**src/hdl/ilv_pkg.sv**
```systemverilog
package ilv_pkg;

  typedef enum logic [2:0] {
    PH_START  = 3'd0,
    PH_SIGN   = 3'd1,
    PH_ZERO   = 3'd2,
    PH_DIGITS = 3'd3,
    PH_FAIL   = 3'd4
  } phase_e;

  localparam int unsigned BaseW = 6;
  localparam int unsigned CharW = 8;

  localparam logic [BaseW-1:0] BaseReset = 6'd10;
  localparam logic [BaseW-1:0] BaseDec   = 6'd10;
  localparam logic [BaseW-1:0] BaseOct   = 6'd8;
  localparam logic [BaseW-1:0] BaseHex   = 6'd16;
  localparam logic [BaseW-1:0] BaseBin   = 6'd2;

  localparam logic [CharW-1:0] ChZero   = 8'h30;
  localparam logic [CharW-1:0] ChNine   = 8'h39;
  localparam logic [CharW-1:0] ChLowA   = 8'h61;
  localparam logic [CharW-1:0] ChLowZ   = 8'h7a;
  localparam logic [CharW-1:0] ChUpA    = 8'h41;
  localparam logic [CharW-1:0] ChUpZ    = 8'h5a;
  localparam logic [CharW-1:0] ChMinus  = 8'h2d;
  localparam logic [CharW-1:0] ChLowX   = 8'h78;
  localparam logic [CharW-1:0] ChUpX    = 8'h58;
  localparam logic [CharW-1:0] ChLowB   = 8'h62;
  localparam logic [CharW-1:0] ChUpB    = 8'h42;

  typedef struct packed {
    phase_e           phase;
    logic [BaseW-1:0] base;
    logic             end_ok;
  } parse_state_t;

  // True when the character is a letter or digit whose value is below base.
  function automatic logic digit_ok(input logic [CharW-1:0] c, input logic [BaseW-1:0] base);
    logic [CharW-1:0] v;
    logic             is_digit;
    v        = '0;
    is_digit = 1'b0;
    if (c >= ChZero && c <= ChNine) begin
      v        = c - ChZero;
      is_digit = 1'b1;
    end else if (c >= ChLowA && c <= ChLowZ) begin
      v        = c - ChLowA + 8'd10;
      is_digit = 1'b1;
    end else if (c >= ChUpA && c <= ChUpZ) begin
      v        = c - ChUpA + 8'd10;
      is_digit = 1'b1;
    end
    return is_digit && (v < {2'b00, base});
  endfunction

endpackage

```
**src/hdl/ilv_step.sv**
```systemverilog
module ilv_step (
  input  logic [ilv_pkg::CharW-1:0] char_code_i,
  input  logic                      is_last_i,
  input  logic                      empty_string_i,
  input  logic [ilv_pkg::BaseW-1:0] number_base_i,
  input  ilv_pkg::parse_state_t     state_i,
  output ilv_pkg::parse_state_t     state_o,
  output logic                      emit_o,
  output logic                      is_valid_o
);

  ilv_pkg::parse_state_t nxt;
  ilv_pkg::parse_state_t start_st;

  assign start_st = '{phase: ilv_pkg::PH_START, base: '0, end_ok: 1'b0};

  always_comb begin
    nxt = state_i;
    case (state_i.phase)
      ilv_pkg::PH_START, ilv_pkg::PH_SIGN: begin
        if (state_i.phase == ilv_pkg::PH_START && char_code_i == ilv_pkg::ChMinus) begin
          nxt.phase  = ilv_pkg::PH_SIGN;
          nxt.end_ok = 1'b0;
        end else if (number_base_i != '0) begin
          nxt.base   = number_base_i;
          nxt.end_ok = ilv_pkg::digit_ok(char_code_i, number_base_i);
          nxt.phase  = nxt.end_ok ? ilv_pkg::PH_DIGITS : ilv_pkg::PH_FAIL;
        end else if (char_code_i == ilv_pkg::ChZero) begin
          nxt.base   = ilv_pkg::BaseOct;
          nxt.phase  = ilv_pkg::PH_ZERO;
          nxt.end_ok = 1'b1;
        end else begin
          nxt.base   = ilv_pkg::BaseDec;
          nxt.end_ok = ilv_pkg::digit_ok(char_code_i, ilv_pkg::BaseDec);
          nxt.phase  = nxt.end_ok ? ilv_pkg::PH_DIGITS : ilv_pkg::PH_FAIL;
        end
      end
      ilv_pkg::PH_ZERO: begin
        if (char_code_i == ilv_pkg::ChLowX || char_code_i == ilv_pkg::ChUpX) begin
          nxt.base   = ilv_pkg::BaseHex;
          nxt.phase  = ilv_pkg::PH_DIGITS;
          nxt.end_ok = 1'b0;
        end else if (char_code_i == ilv_pkg::ChLowB || char_code_i == ilv_pkg::ChUpB) begin
          nxt.base   = ilv_pkg::BaseBin;
          nxt.phase  = ilv_pkg::PH_DIGITS;
          nxt.end_ok = 1'b0;
        end else begin
          nxt.base   = ilv_pkg::BaseOct;
          nxt.end_ok = ilv_pkg::digit_ok(char_code_i, ilv_pkg::BaseOct);
          nxt.phase  = nxt.end_ok ? ilv_pkg::PH_DIGITS : ilv_pkg::PH_FAIL;
        end
      end
      ilv_pkg::PH_DIGITS: begin
        nxt.end_ok = ilv_pkg::digit_ok(char_code_i, state_i.base);
        nxt.phase  = nxt.end_ok ? ilv_pkg::PH_DIGITS : ilv_pkg::PH_FAIL;
      end
      default: begin
        nxt.phase  = ilv_pkg::PH_FAIL;
        nxt.end_ok = 1'b0;
      end
    endcase
  end

  // An empty string abandons whatever was parsed so far.
  assign emit_o     = empty_string_i | is_last_i;
  assign is_valid_o = !empty_string_i && nxt.phase != ilv_pkg::PH_FAIL && nxt.end_ok;
  assign state_o    = emit_o ? start_st : nxt;

endmodule

```
**src/hdl/integer_literal_validator.sv**
```systemverilog
// Streaming integer literal checker. Characters arrive one request at a time
// on the input channel (char_code_i, is_last_i, empty_string_i with
// in_valid_i/in_ready_o). When a request ends a string (is_last_i or
// empty_string_i set), one verdict leaves on the output channel as is_valid_o
// with out_valid_o/out_ready_o; other characters produce no output.
// The user writes number_base_i with number_base_we_i only while no string
// is in flight; the block itself does not enforce this. 0 infers the base
// from a 0x, 0b or 0 prefix, other values fix it. Each request is registered
// in the input register, then the parse logic feeds the output register. The
// parse state update is a single short combinational step; throughput is one
// character per cycle unless an ending request waits for the output register.
// When the receiver stalls, the verdict holds in the output register and the
// input register still drains characters that produce no verdict; a request
// that ends a string waits in the input register until the output register
// is free, and in_ready_o stays low meanwhile. Reset empties both registers,
// returns the parser to the start of a string and sets the base to 10.
module integer_literal_validator (
  input  logic                      clk_i,
  input  logic                      rst_ni,
  input  logic                      number_base_we_i,
  input  logic [ilv_pkg::BaseW-1:0] number_base_i,
  input  logic                      in_valid_i,
  output logic                      in_ready_o,
  input  logic [ilv_pkg::CharW-1:0] char_code_i,
  input  logic                      is_last_i,
  input  logic                      empty_string_i,
  output logic                      out_valid_o,
  input  logic                      out_ready_i,
  output logic                      is_valid_o
);

  logic [ilv_pkg::BaseW-1:0] base_q;
  logic                      in_vld_q;
  logic [ilv_pkg::CharW-1:0] char_q;
  logic                      last_q;
  logic                      empty_q;
  ilv_pkg::parse_state_t     st_q;
  ilv_pkg::parse_state_t     st_d;
  logic                      out_vld_q;
  logic                      res_q;
  logic                      res_d;
  logic                      emit;
  logic                      out_free;
  logic                      adv;

  ilv_step u_step (
    .char_code_i    (char_q),
    .is_last_i      (last_q),
    .empty_string_i (empty_q),
    .number_base_i  (base_q),
    .state_i        (st_q),
    .state_o        (st_d),
    .emit_o         (emit),
    .is_valid_o     (res_d)
  );

  assign out_free   = !out_vld_q || out_ready_i;
  assign adv        = in_vld_q && (out_free || !emit);
  assign in_ready_o = !in_vld_q || adv;

  always_ff @(posedge clk_i or negedge rst_ni) begin
    if (!rst_ni) begin
      base_q    <= ilv_pkg::BaseReset;
      in_vld_q  <= 1'b0;
      out_vld_q <= 1'b0;
      st_q      <= '{phase: ilv_pkg::PH_START, base: '0, end_ok: 1'b0};
    end else begin
      if (number_base_we_i) begin
        base_q <= number_base_i;
      end
      if (in_ready_o) begin
        in_vld_q <= in_valid_i;
      end
      if (adv) begin
        st_q <= st_d;
      end
      if (adv && emit) begin
        out_vld_q <= 1'b1;
      end else if (out_ready_i) begin
        out_vld_q <= 1'b0;
      end
    end
  end

  always_ff @(posedge clk_i) begin
    if (in_ready_o && in_valid_i) begin
      char_q  <= char_code_i;
      last_q  <= is_last_i;
      empty_q <= empty_string_i;
    end
    if (adv && emit) begin
      res_q <= res_d;
    end
  end

  assign out_valid_o = out_vld_q;
  assign is_valid_o  = res_q;

endmodule

```
**config.mk**
```make
export PLATFORM = sky130hd
export DESIGN_NAME = integer_literal_validator
export DESIGN_NICKNAME = d
export VERILOG_FILES = /design/src/hdl/ilv_pkg.sv /design/src/hdl/ilv_step.sv /design/src/hdl/integer_literal_validator.sv
export SDC_FILE = /design/constraint.sdc
export NUM_CORES = 1
export LEC_CHECK = 0
export BUFFER_PORTS_ARGS = -buffer_cell sky130_fd_sc_hd__buf_2
export CAP_MARGIN = 20
export CORE_ASPECT_RATIO = 1.25
export CORE_MARGIN = 10
export CORE_UTILIZATION = 38
export DETAILED_ROUTE_END_ITERATION = 6
export PLACE_DENSITY = 0.64
export REMOVE_ABC_BUFFERS = 1
export SYNTH_ARGS = -nofsm -noshare
export SYNTH_HDL_FRONTEND = slang
export SYNTH_HIERARCHICAL = 1
export SYNTH_SLANG_ARGS = --single-unit
```
**constraint.sdc**
```tcl
create_clock -name clk_i -period 4.7 [get_ports clk_i]
set_input_delay 0.705 -clock clk_i [delete_from_list [all_inputs] [get_ports clk_i]]
set_output_delay 0.705 -clock clk_i [all_outputs]
set_load 0.05 [all_outputs]
```
==> results_dict.tcl <==
set metrics [dict create \
    synth_area_um2 2610 \
    grt_max_degree 21 \
    cp.required_ns 4.90 \
    drive_above_1_share 0.193 \
    root_buffer "clkbuf_8" \
    tns_ns 0 \
    min_path_type "primary input to asynchronous set/reset pin" \
    clk_latency_ns 0.27 \
    p_leak_nw 1.24 \
    fp.dieH_um 113 \
    clk_path_buf_depth 2 \
    dp.cells 394 \
    clkSinkCount 28 \
    wire_per_inst_um 16.6 \
    critical_path_class "flop to flop" \
    io_pins 24 \
    max_freq_mhz 252 \
    post_cts_buffers 0 \
    ant_nets 0 \
    portBuffers 23 \
    grt_overflow 0 \
    fp.dieW_um 94.1 \
    cts_tree "yes" \
    core.rowCount 33 \
    place_congestion 0.932 \
    vias_per_cell 5.77 \
    dieArea_um2 10600 \
    clk_pin_slew_worst_paths_ns 0.10 \
    cts-htree-levels 1 \
    layout.cells.non_filler 398 \
    power.density_nw_per_um2 269 \
    worst_pin_slew_ns 0.615 \
    start_util 0.395 \
    clock_skew_ns 0.00197 \
    fin_crit_sh 0.846 \
    routed-via-count 2295 \
    hold_buffers 0 \
    antenna_found_initial 0 \
    ir_drop_mv 0.109 \
    hpwl_mm 5.27 \
    reg2reg_depth 18 \
    hold_viol 0 \
    worstSetupStartpointType "flop" \
    avgSynthCellArea_um2 8.78 \
    drt_first_pass_iters 4 \
    slew_viol_final 0 \
    fin_nets 352 \
    track_usage 0.125 \
    critPathArrivalTime_ns 4.18 \
    r2r_setup_slack_ns 0.72 \
    rr_endpoint "st_q[8]" \
    drtIter0Drc 103 \
    cts_buffers 3 \
    status "finished, final reports clean" \
    core_um2 6610 \
    critical_path.max_fanout 8 \
    drc 0 \
    relSlewSlack 0.587 \
    setup-violations-final 0 \
    netlist_instances 297 \
    finalCriticalPeriod_ns 3.98 \
    n_antenna_cell 0 \
    worstSetupEndpointType "flop" \
    area_delta_synth_final_pct 8.83 \
    r2r-start "char_q[0]" \
    rsz0062_at_grt "no" \
    drv_cap 0 \
    ys_warn_count 6 \
    grt_pass1_vias 2275 \
    drt-total-wl_mm 6.59 \
    cts.repair.resized 0 \
    grt_pass1_wl_mm 11.1 \
]
[worst max-delay path, stage by stage (launching register included)]
cell	delay (ns)
edfxtp_1	0.53
inv_1	0.20
ha_1	0.23
or4b_4	0.49
a311oi_2	0.35
o32ai_2	0.22
nor2b_1	0.19
o21ai_1	0.11
o21ai_1	0.11
ha_1	0.29
and4_1	0.19
o21ai_0	0.06
nor3b_1	0.20
nand4_1	0.15
o211ai_1	0.18
nand3_1	0.11
nand2_1	0.08
nand2_1	0.06
o211ai_2	0.15
[metal layers]
metal | track usage | wire length (um) | vias to the layer above
met5 | 0 | 0 | -
met4 | 0.0508 | 187 | 0
met3 | 0.0160 | 164 | 15
met2 | 0.223 | 3520 | 43
met1 | 0.144 | 2720 | 1103
li1 | - | - | 1134
[per-stage QoR]
| step | setup slack, ns | hold WS, ns | util | cell area, um^2 | power [mW] |
|---|---|---|---|---|---|
| 6_report | 0.725 | 0.343 | 0.429 | 2840 | 0.763 |
| 5_1_grt | 0.441 | 0.361 | 0.429 | 2840 | 0.810 |
| 4_1_cts | 0.743 | 0.345 | 0.429 | 2840 | 0.766 |
| 3_5_place_dp | 0.766 | 0.517 | 0.419 | 2770 | 0.575 |
| 3_3_place_gp | 0.857 | 0.506 | 0.419 | 2770 | 0.573 |
| 2_1_floorplan | 1.17 | 0.409 | - | 2520 | 0.499 |
[placed cells by master, fill, tap and decap left out, types with 3 or more instances in the layout]
cell type,count
edfxtp_1,11
nand4_1,5
a21o_1,6
and2_1,5
a31oi_1,5
clkbuf_8,3
o21a_1,4
dfrtp_1,15
nor2_1,24
inv_1,19
a32oi_1,3
nand2_1,28
o21ai_1,4
a21oi_1,13
buf_4,3
nor2b_1,6
nand4b_1,10
inv_2,3
mux2i_1,3
o21ai_0,6
nand3_1,5
nor3_1,4
ha_1,19
mux2_2,6
buf_2,23
o211ai_2,10
nand2b_1,15
[where the power goes]
group	internal [mW]	switching, mW	total, mW
clock	0.114	0.0761	0.190
sequential	0.283	0.0387	0.321
combinational	0.103	0.149	0.251
total	0.499	0.263	0.763
[flip-flops by register name (all words and copies together) (netlist names)]
register and count:
is_valid_o 1, st_q 9, base_q 6, in_vld_q 1, char_q 8, last_q 1, out_valid_o 1, empty_q 1
[cell type report]
| cell class | instances | area, um^2 |
|---|---|---|
| Clock buffer | 3 | 41.3 |
| Clock inverter | 1 | 30.0 |
| Fill cell | 683 | 3770 |
| Inverter | 23 | 86.3 |
| Multi-Input combinational cell | 230 | 1670 |
| Sequential cell | 28 | 758 |
| Tap cell | 87 | 109 |
| Timing Repair Buffer | 26 | 138 |
[how the worst max path moves through the flow]
stage / startpoint / endpoint / depth (start not counted)
final: char_q[0] / st_q[8] / 18
after global routing: char_q[0] / st_q[8] / 18
after CTS: char_q[0] / st_q[8] / 18
after detailed placement: char_q[0] / st_q[8] / 17
after global placement: char_q[5] / st_q[8] / 17
after floorplan: char_q[0] / st_q[8] / 17
Note: power is estimated with default switching activity, not from simulation.
